## src/hw/rtl/dan_pkg.sv

```systemverilog
// Package for the detection argmax / suppression block.
// Types and constants shared by the controller, the datapath and the top level.
package dan_pkg;

  localparam int ScoreW = 16;
  localparam int ClassW = 7;
  localparam int CoordW = 14;
  localparam int EdgeW = 11;
  localparam int SizeW = 10;
  localparam int IouW = 11;

  localparam logic [0:0] RegScoreThr = 1'b0;
  localparam logic [0:0] RegOverlapThr = 1'b1;

  typedef struct packed {
    logic signed [EdgeW-1:0] left;
    logic signed [EdgeW-1:0] top;
    logic [SizeW-1:0] width;
    logic [SizeW-1:0] height;
  } rect_t;

  // controller -> datapath
  typedef struct packed {
    logic take;      // register the accepted item
    logic iou_reg;   // register intersection and union of the entry read
    logic scan_rd;   // issue read of scan index
    logic scan_chk;  // compare entry against the registered intersection and union
    logic append;    // append or flag overflow
    logic ro_rd;     // issue readout read
    logic ro_load;   // load output register from read data
    logic ro_empty;  // load empty result
    logic ro_last;   // mark loaded result last
  } dan_cmd_t;

  // datapath -> controller
  typedef struct packed {
    logic offer;     // accepted item was last with best above threshold
    logic frame_end;
    logic scan_done; // scan index reached count
    logic ro_match;  // read entry belongs to current class
    logic empty;
  } dan_sts_t;

endpackage

```

## src/hw/rtl/dan_ctrl.sv

```systemverilog
// Controller state machine of the detection argmax / suppression block.
// Depends on dan_pkg for the command and status structs.
module dan_ctrl #(
  parameter int MAX_KEPT = 64,
  parameter int MAX_CLASSES = 128
) (
  input  logic clk,
  input  logic rst,
  input  logic in_fire,
  input  logic out_free,
  input  dan_pkg::dan_sts_t sts,
  output logic in_ready,
  output logic [$clog2(MAX_KEPT+1)-1:0] idx,
  output logic [dan_pkg::ClassW-1:0] ro_class,
  output dan_pkg::dan_cmd_t cmd
);
  localparam int IdxW = $clog2(MAX_KEPT+1);
  localparam logic [3:0] S_IDLE = 4'd0, S_EVAL = 4'd1, S_SCAN = 4'd2, S_CHK = 4'd3,
                         S_ADD = 4'd4, S_RORD = 4'd5, S_ROCHK = 4'd6, S_ROWAIT = 4'd7,
                         S_CMP = 4'd8;

  logic [3:0] state, state_next;
  logic [IdxW-1:0] idx_next;
  logic [dan_pkg::ClassW-1:0] ro_class_next;
  logic ro_any, ro_any_next;

  always_ff @(posedge clk) begin
    if (rst) begin
      state <= S_IDLE;
      idx <= '0;
      ro_class <= '0;
      ro_any <= 1'b0;
    end else begin
      state <= state_next;
      idx <= idx_next;
      ro_class <= ro_class_next;
      ro_any <= ro_any_next;
    end
  end

  assign in_ready = (state == S_IDLE);

  always_comb begin
    state_next = state;
    idx_next = idx;
    ro_class_next = ro_class;
    ro_any_next = ro_any;
    cmd = '0;
    case (state)
      S_IDLE: begin
        if (in_fire) begin
          cmd.take = 1'b1;
          state_next = S_EVAL;
        end
      end
      S_EVAL: begin
        idx_next = '0;
        ro_class_next = '0;
        ro_any_next = 1'b0;
        if (sts.offer) state_next = S_SCAN;
        else if (sts.frame_end) state_next = S_RORD;
        else state_next = S_IDLE;
      end
      S_SCAN: begin
        if (sts.scan_done) state_next = S_ADD;
        else begin
          cmd.scan_rd = 1'b1;
          state_next = S_CHK;
        end
      end
      S_CHK: begin
        cmd.iou_reg = 1'b1;
        state_next = S_CMP;
      end
      S_CMP: begin
        cmd.scan_chk = 1'b1;
        idx_next = idx + 1'b1;
        state_next = S_SCAN;
      end
      S_ADD: begin
        cmd.append = 1'b1;
        idx_next = '0;
        state_next = sts.frame_end ? S_RORD : S_IDLE;
      end
      S_RORD: begin
        // walk classes, and within each the entries in insertion order
        if (sts.scan_done) begin
          idx_next = '0;
          if (ro_class == dan_pkg::ClassW'(MAX_CLASSES - 1)) begin
            state_next = S_ROWAIT;
          end else begin
            ro_class_next = ro_class + 1'b1;
          end
        end else begin
          cmd.ro_rd = 1'b1;
          state_next = S_ROCHK;
        end
      end
      S_ROCHK: begin
        if (!sts.ro_match) begin
          idx_next = idx + 1'b1;
          state_next = S_RORD;
        end else if (out_free) begin
          cmd.ro_load = 1'b1;
          ro_any_next = 1'b1;
          idx_next = idx + 1'b1;
          state_next = S_RORD;
        end else begin
          cmd.ro_rd = 1'b1; // hold read data for the retry
        end
      end
      S_ROWAIT: begin
        // final result: either mark the held last entry or issue the empty one
        if (out_free) begin
          if (ro_any) cmd.ro_last = 1'b1;
          else cmd.ro_empty = 1'b1;
          state_next = S_IDLE;
        end
      end
      default: state_next = S_IDLE;
    endcase
  end

  assert property (@(posedge clk) disable iff (rst) in_fire |=> state == S_EVAL)
    else $error("accept did not start evaluation");
  assert property (@(posedge clk) disable iff (rst) cmd.ro_load |-> sts.ro_match)
    else $error("loaded entry of wrong class");
  assert property (@(posedge clk) disable iff (rst) in_ready |-> !cmd.ro_load)
    else $error("readout while idle");
endmodule

```

## config.mk

```make
export PLATFORM = sky130hd
export DESIGN_NAME = dan_ctrl
export DESIGN_NICKNAME = d
export VERILOG_FILES = /design/src/hw/rtl/dan_pkg.sv /design/src/hw/rtl/dan_ctrl.sv
export SDC_FILE = /design/constraint.sdc
export NUM_CORES = 1
export LEC_CHECK = 0
export ABC_AREA = 1
export BUFFER_PORTS_ARGS = -buffer_cell sky130_fd_sc_hd__buf_2
export CAP_MARGIN = 20
export CORE_ASPECT_RATIO = 1.2
export CORE_MARGIN = 3
export CORE_UTILIZATION = 52
export DETAILED_ROUTE_END_ITERATION = 10
export GPL_ROUTABILITY_DRIVEN = 0
export GPL_TIMING_DRIVEN = 0
export PLACE_DENSITY = 0.77
export REMOVE_ABC_BUFFERS = 1
export SETUP_SLACK_MARGIN = 0.5
export SKIP_CTS_REPAIR_TIMING = 1
export SLEW_MARGIN = 0
export SYNTH_ARGS = -nofsm -noshare
export SYNTH_HDL_FRONTEND = slang
export SYNTH_SLANG_ARGS = --single-unit
```

## constraint.sdc

```tcl
create_clock -name clk -period 2.04 [get_ports clk]
set_clock_uncertainty 0.05 [all_clocks]
set_input_delay 0.306 -clock clk [delete_from_list [all_inputs] [get_ports clk]]
set_output_delay 0.306 -clock clk [all_outputs]
set_load 0.02 [all_outputs]
```

Word-level counts from Yosys, hierarchy flattened --
Index checks and enable logic that the tools add are counted.
Word-level totals: bits in registers 19, logic and storage cells 68
Operators by class: $add $sub $neg 2, eq/ne operators 17, multiplexer cells 36, reduce and logical (&&, ||, !) cells 9
Operator list (count):
- case mux 4 bit (9 select lines) | 1
- two-way mux 7 bit | 5
- case mux 7 bit (4 select lines) | 1
- two-way mux 4 bit | 6
- == test 4 x 3 -> 1 bit, second input constant | 4
- adder 7 x 1 -> 7 bit, second input constant | 2
- two-way mux 1 bit | 14
- case mux 7 bit (2 select lines) | 1
- != test 2 bit, second input constant | 6
- two-way mux 3 bit | 3
- AND reduction 3 bit | 3
- == test 4 x 2 -> 1 bit, second input constant | 2
- == test 7 bit, second input constant | 1
- two-way mux 2 bit | 3
- != test 3 bit, second input constant | 2
- == test 4 x 1 -> 1 bit, second input constant | 1
- == test 4 bit, second input constant | 1
- logical NOT 4 bit | 1
- case mux 1 bit (2 select lines) | 2
- AND reduction 4 bit | 1
- nonzero test 2 bit | 2
- nonzero test 4 bit | 1
- OR reduction 2 bit | 1

Depth between registers and ports, before layout --
Gate-level depths: netlist of the first run.
word-level depth 4, depth in mapped cells 8, mapped depth without buffers 8

Worst setup path after synthesis of the first run --
No wires, ideal clock.
path kind reg2reg, from register ro_class[1] in the netlist's numbering, to register ro_class[4] in the netlist's numbering, library setup time 59 ps, arrival time 1539 ps, data required time 1931 ps, slack 392 ps, stages on the path, launching flop included 9, buffers on the path 0, cell sequence dfxtp_1 > ha_1 > nand3_1 > nor2_1 > nand2_1 > nand3_4 > nand2_1 > o21ai_1 > and2_1
Between the ends: cells in the longest elaborated chain, start to end 4
Ends and longest elaborated chain:
- start: declaration | line dan_ctrl.sv:14 | output logic [dan_pkg::ClassW-1:0] ro_class,
- start signal: assignment | line dan_ctrl.sv:36 | ro_class <= ro_class_next;
- adder 7 x 1 -> 7 bit | line dan_ctrl.sv:92 | ro_class_next = ro_class + 1'b1;
- two-way mux 7 bit | line dan_ctrl.sv:89 | if (ro_class == dan_pkg::ClassW'(MAX_CLASSES - 1)) begin
- two-way mux 7 bit | line dan_ctrl.sv:87 | if (sts.scan_done) begin
- case mux 7 bit (2 select lines) | line dan_ctrl.sv:49 | case (state)
Several ways; a longest one is shown, not always the timed one. The select of a mux whose other input is x is not followed. A chain may end at the register's enable or synchronous reset.

==> run summary, run 1 <==
Status: completed
Critical path class: reg -> out
Rows: 18
Hold crit path type: in -> reg
Worst path cell trace: inv_4 -> nor2_4 -> nand2_2 -> nor3_2 -> buf_4
Largest fanout on the critical path: 5
Lkg Pwr: 0.826 nW
Core Area: 2180 um2
Die Y-Extent: 60.1 um
Proportion of netlist area held by the largest area contributor: 30.0%
Largest net degree at the start of global routing: 16
WHS Path Cells: 2
ANT nets after route: 0
Crit-path max cell delay: 420 ps
Pwr Density: 626 nW/um2
GRT Overall Usage: 22.0%
Slowest CP cell: dfxtp_4
Crit path from: state[1]
I/O pin count: 33
Placed insts: 265
Max-Cap Viols: 0
Initial antenna violation count: 0
Sw Share: 42.6%
First-pass GRT wire length: 5290 um
Unrepaired setup endpoints after global routing: true
FF-to-FF Start: state[2]
Number of diodes: 0
Post-layout nets: 259
Non-Filler Instances: 277
Clock group share of total power: 18.4%
Fmax: 565 MHz
Drt via density: 5.33
RR Endpoint: state[2]
Seq cells post-synth: 19
CTS clock-pin slew for the worst setup and hold paths: 120 ps
Yosys top cell by area: dfxtp_1
Avg Cell Area, Syn: 6.18 um2
TritonCTS Buffers: 3
Hold Vio Cnt, Final: 0
Combinational fraction of design power: 40.6%
Mapped Cells: 205
Crit path DAT: 1410 ps
Final period util: 86.8%
CP Launch Type: register
Synth top area cells: dfxtp_1, nand2_1, inv_1
Slew Limit Headroom: 78.0%
Initial DRC Count: 53
Grt ovf: 0
CP required: 1680 ps
Measured slew at the worst slew-check pin: 331 ps
Switching pwr: 0.000460 W
Peak supply drop: 502 uV
Yosys warns: 0
Vias: 1476
Final Util: 79.0%
CTS tree: built
Part of the power in registers: 41.0%
Root buffer cell: clkbuf_4
Final setup viols: 0
Htree depth: 1
Post-synthesis sequential area ratio: 30.0%
Routed WL: 3420 um
Max-slew violations: 0
P_int: 0.000620 W
Drt pass-1 iters: 4
Levels on crit path: 5
Synth cell types: 24
WL/cell: 12.4 um
Die W: 51.1 um
Synthesized cell area: 1270 um2
TNS Setup: 0 ps
Clock Tree Buf Depth: 2
CP endpoint: cmd[2]
Port bufs: 31
Clock sink count: 19
Worst reg2reg setup slack: 460 ps
Worst setup EP type: output pin
Vias in the first global route: 1252
Crit path buf inv count: 2
Initial Utilization: 58.0%
Die area: 3070 um2
Hpwl dp: 2310 um
Share of cells above drive strength 1: 36.4%
Crit path max-delay family: simple AND/OR/NAND/NOR gates
R2R depth: 10
Worst-skew pair later-pin latency: 300 ps
Layout area overhead: 36.1%
Final min period: 1770 ps
# DRC: 0
==> power by group through the flow <==
stage | combinational [W] | clock, W | sequential, W
floorplan | 0.000255 | 0 | 0.000445
CTS | 0.000366 | 0.000201 | 0.000428
finish | 0.000438 | 0.000199 | 0.000443
global route | 0.000482 | 0.000220 | 0.000447
global placement | 0.000356 | 0 | 0.000433
detailed placement | 0.000364 | 0 | 0.000436
==> placed cells by master, fill, tap and decap left out, types with 2 or more instances in the layout <==
| cell type | count |
|---|---|
| nand2_1 | 47 |
| inv_2 | 4 |
| o21ai_0 | 3 |
| nand2_4 | 3 |
| nand3_2 | 3 |
| nand3_1 | 13 |
| dfxtp_4 | 4 |
| buf_4 | 9 |
| nand4_1 | 2 |
| nand2_2 | 7 |
| nor3_1 | 4 |
| dfxtp_2 | 2 |
| buf_2 | 25 |
| o21ai_2 | 3 |
| o21bai_1 | 2 |
| clkbuf_4 | 3 |
| inv_4 | 2 |
| buf_6 | 5 |
| nor2_4 | 8 |
| a21oi_2 | 3 |
| nand3_4 | 3 |
| dfxtp_1 | 13 |
| a21oi_1 | 13 |
| xor2_1 | 4 |
| nor2_2 | 3 |
| inv_1 | 28 |
| nor2_1 | 22 |
==> how the worst min path moves through the flow <==
| stage | from | end | slack [ps] |
|---|---|---|---|
| after floorplan | rst | idx[0] | 330 |
| after global placement | ro_class[1] | ro_class[1] | 430 |
| after detailed placement | ro_any | ro_any | 440 |
| after CTS | rst | state[1] | 320 |
| after global routing | rst | state[1] | 340 |
| final | rst | state[1] | 300 |
==> Yosys cell counts <==
| cell type | n |
|---|---|
| a21oi_1 | 16 |
| and2_1 | 1 |
| clkbuf_1 | 1 |
| dfxtp_1 | 19 |
| ha_1 | 2 |
| inv_1 | 31 |
| inv_2 | 3 |
| nand2_1 | 55 |
| nand2_4 | 2 |
| nand3_1 | 16 |
| nand3_2 | 2 |
| nand3_4 | 1 |
| nand4_1 | 2 |
| nor2_1 | 28 |
| nor2_2 | 2 |
| nor2_4 | 3 |
| nor3_1 | 5 |
| o21a_1 | 1 |
| o21ai_0 | 5 |
| o21ai_1 | 2 |
| o21bai_1 | 2 |
| o31ai_1 | 1 |
| xnor2_1 | 1 |
| xor2_1 | 4 |
==> cell families (layout without fill, tap and decap cells) <==
kind of cell | after synthesis | in the layout | share of synthesized area, %
and+or+nand+nor | 117 | 117 | 42.7
buffers and inverters | 35 | 77 | 10.4
AOI/OAI and AO/OA | 27 | 27 | 11.5
DFF | 19 | 19 | 30.0
xor gates and xnor gates | 5 | 5 | 3.45
adders and majority gates | 2 | 2 | 1.97
==> metal layers <==
metal / GRT usage [%] / vias up / part of all wire (%)
met2: 39.0 / 58 / 52
li1: - / 733 / -
met1: 27.4 / 678 / 41
met3: 3.24 / 7 / 5.6
met4: 6.54 / 0 / 0.82
met5: 0 / - / 0
==> flip-flops by register name, indices dropped and copies added, names as in the netlist <==
signal    cells
ro_class      7
ro_any        1
idx           7
state         4
==> layout make-up <==
| type | count | area, um2 |
|---|---|---|
| sequential | 19 | 398 |
| fill | 163 | 459 |
| tap | 30 | 37.5 |
| inverter | 34 | 133 |
| clock inverter | 1 | 5.00 |
| timing repair buffer | 39 | 249 |
| multi-input combinational | 151 | 881 |
| clock buffer | 3 | 22.5 |
==> per-stage QoR <==
step / hold WS [ps] / setup slack (ps) / total power [W] / instance area, um2
2_1_floorplan: 325 / 392 / 0.000700 / 1260
3_3_place_gp: 428 / 435 / 0.000790 / 1460
3_5_place_dp: 437 / 423 / 0.000801 / 1460
4_1_cts: 319 / 70.4 / 0.000995 / 1480
5_1_grt: 343 / 186 / 0.00115 / 1730
6_report: 301 / 270 / 0.00108 / 1730
Power figures use the tool's default switching activity.
==> run 2: changes to the inputs <==
PLACE_DENSITY = default   (was 0.77)
PLACE_DENSITY_LB_ADDON = 0.2   (was default)
==> run summary, run 2 (synthesis gave the netlist of run 1 again) <==
Status: completed
Share of cells above drive strength 1: 38.4% (+1.9 points)
Core Area: 2180 um2 (unchanged)
P_int: 0.000658 W (+6.1%)
Root buffer cell: clkbuf_4
Switching pwr: 0.000493 W (+7.2%)
R2R depth: 8 (-2)
First-pass GRT wire length: 4880 um (-7.7%)
Final Util: 83.8% (+4.9 points)
Die W: 51.1 um (unchanged)
Final min period: 1780 ps (+8.41 ps)
Part of the power in registers: 38.8% (-2.2 points)
WHS Path Cells: 2 (unchanged)
Worst setup EP type: output pin
GRT Overall Usage: 20.6% (-1.4 points)
Max-slew violations: 0 (unchanged)
TNS Setup: 0 ps (unchanged)
Measured slew at the worst slew-check pin: 512 ps (+182 ps)
Clock Tree Buf Depth: 2 (unchanged)
Filler cells: 142 (-13%)
Hold Path Sink: state[2]
Htree depth: 1 (unchanged)
Initial Utilization: 58.0% (unchanged)
Peak supply drop: 591 uV (+18%)
Hold Vio Cnt, Final: 0 (unchanged)
CP required: 1680 ps (about the same)
Combinational fraction of design power: 44.9% (+4.3 points)
Vias: 1604 (+8.7%)
Hold Startpoint: rst
Post-layout nets: 270 (+4.2%)
Layout area overhead: 44.5%
Final setup viols: 0 (unchanged)
Sw Share: 42.9% (+0.24 points)
I/O pin count: 33 (unchanged)
Die Y-Extent: 60.1 um (unchanged)
CP Launch Type: register
Grt ovf: 0 (unchanged)
Lkg Pwr: 0.893 nW (+8.0%)
Number of diodes: 0 (unchanged)
Power, Total: 0.00115 W (+6.6%)
Clock sink count: 19 (unchanged)
Crit path DAT: 1420 ps (about the same)
ANT nets after route: 0 (unchanged)
Slew Limit Headroom: 65.6% (-12 points)
Commonest non-fill, non-tap cells in the layout: nand2_1, inv_1, buf_2
Final period util: 87.2% (+0.41 points)
Initial DRC Count: 87 (+64%)
RR Endpoint: idx[3]
Fmax: 562 MHz (-0.47%)
Unrepaired setup endpoints after global routing: true
Initial antenna violation count: 0 (unchanged)
WL/cell: 14.8 um (+20%)
Die area: 3070 um2 (unchanged)
TritonCTS Buffers: 3 (unchanged)
Largest registers: idx: 7 flops, ro_class: 7 flops, state: 4 flops
Drt pass-1 iters: 4 (unchanged)
CTS clock-pin slew for the worst setup and hold paths: 90 ps (-30 ps)
FF-to-FF Start: state[0]
Commonest non-fill, non-tap cell in the layout: nand2_1
Rows: 18 (unchanged)
Critical path class: reg -> out
Vias in the first global route: 1161 (-7.3%)
Pwr Density: 629 nW/um2 (+0.38%)
Drt via density: 5.57 (+4.5%)
Max-Cap Viols: 0 (unchanged)
Hpwl dp: 2180 um (-6.0%)
Port bufs: 31 (unchanged)
Worst-skew pair later-pin latency: 300 ps (about the same)
Hold crit path type: in -> reg
Routed WL: 4270 um (+25%)
Worst reg2reg setup slack: 350 ps (-110 ps)
# DRC: 0 (unchanged)
Largest fanout on the critical path: 5 (unchanged)
CTS tree: built
Largest net degree at the start of global routing: 16 (unchanged)
Clock group share of total power: 16.3% (-2.1 points)
-- run 2: area by class of cell --
type / instances / area [um2] / share of cell area [%]
well taps: 30 / 37.5 / 2.05
repair buffers: 49 / 334 / 18.2
clock buffers: 4 / 26.3 / 1.43
flip-flops and latches: 19 / 398 / 21.7
inverters: 34 / 133 / 7.24
multi-input cells: 152 / 903 / 49.3
-- run 2: per-layer routing --
layer / wire (um) / track usage [%] / vias up
li1: - / - / 751
met2: 2130 / 34.3 / 86
met5: 0 / 0 / -
met1: 1730 / 27.2 / 745
met3: 302 / 4.49 / 22
met4: 111 / 4.62 / 0
-- run 2: worst max-delay path, stage by stage (launching register included) --
cell and delay, ps:
dfxtp_4 420, inv_4 50, nor2_4 200, nand2_2 110, nor3_4 210, buf_6 150
-- run 2: worst max-delay path by stage --
stage | startpoint | end | cells after the start | slack, ps
2_1_floorplan | ro_class[1] | ro_class[4] | 8 | 390
3_3_place_gp | ro_class[1] | ro_class[4] | 8 | 430
3_5_place_dp | ro_class[1] | state[0] | 7 | 420
4_1_cts | state[1] | cmd[2] | 5 | 100
5_1_grt | state[2] | cmd[2] | 5 | 200
6_report | state[2] | cmd[2] | 5 | 260
-- run 2: per-stage QoR --
stage                     cell area (um2)  instances  setup WS [ps]  hold slack (ps)
after detailed placement             1460        265            415              445
final                                1830        288            262              325
after global placement               1460        265            430              439
after floorplan                      1260        204            392              325
after global routing                 1830        288            198              334
after CTS                            1480        269           97.7              323
-- run 2: power by group through the flow --
stage / logic, W / registers [W] / clock network [W]
global placement: 0.000358 / 0.000434 / 0
floorplan: 0.000255 / 0.000445 / 0
finish: 0.000517 / 0.000446 / 0.000188
global route: 0.000560 / 0.000449 / 0.000209
CTS: 0.000364 / 0.000426 / 0.000192
detailed placement: 0.000362 / 0.000434 / 0
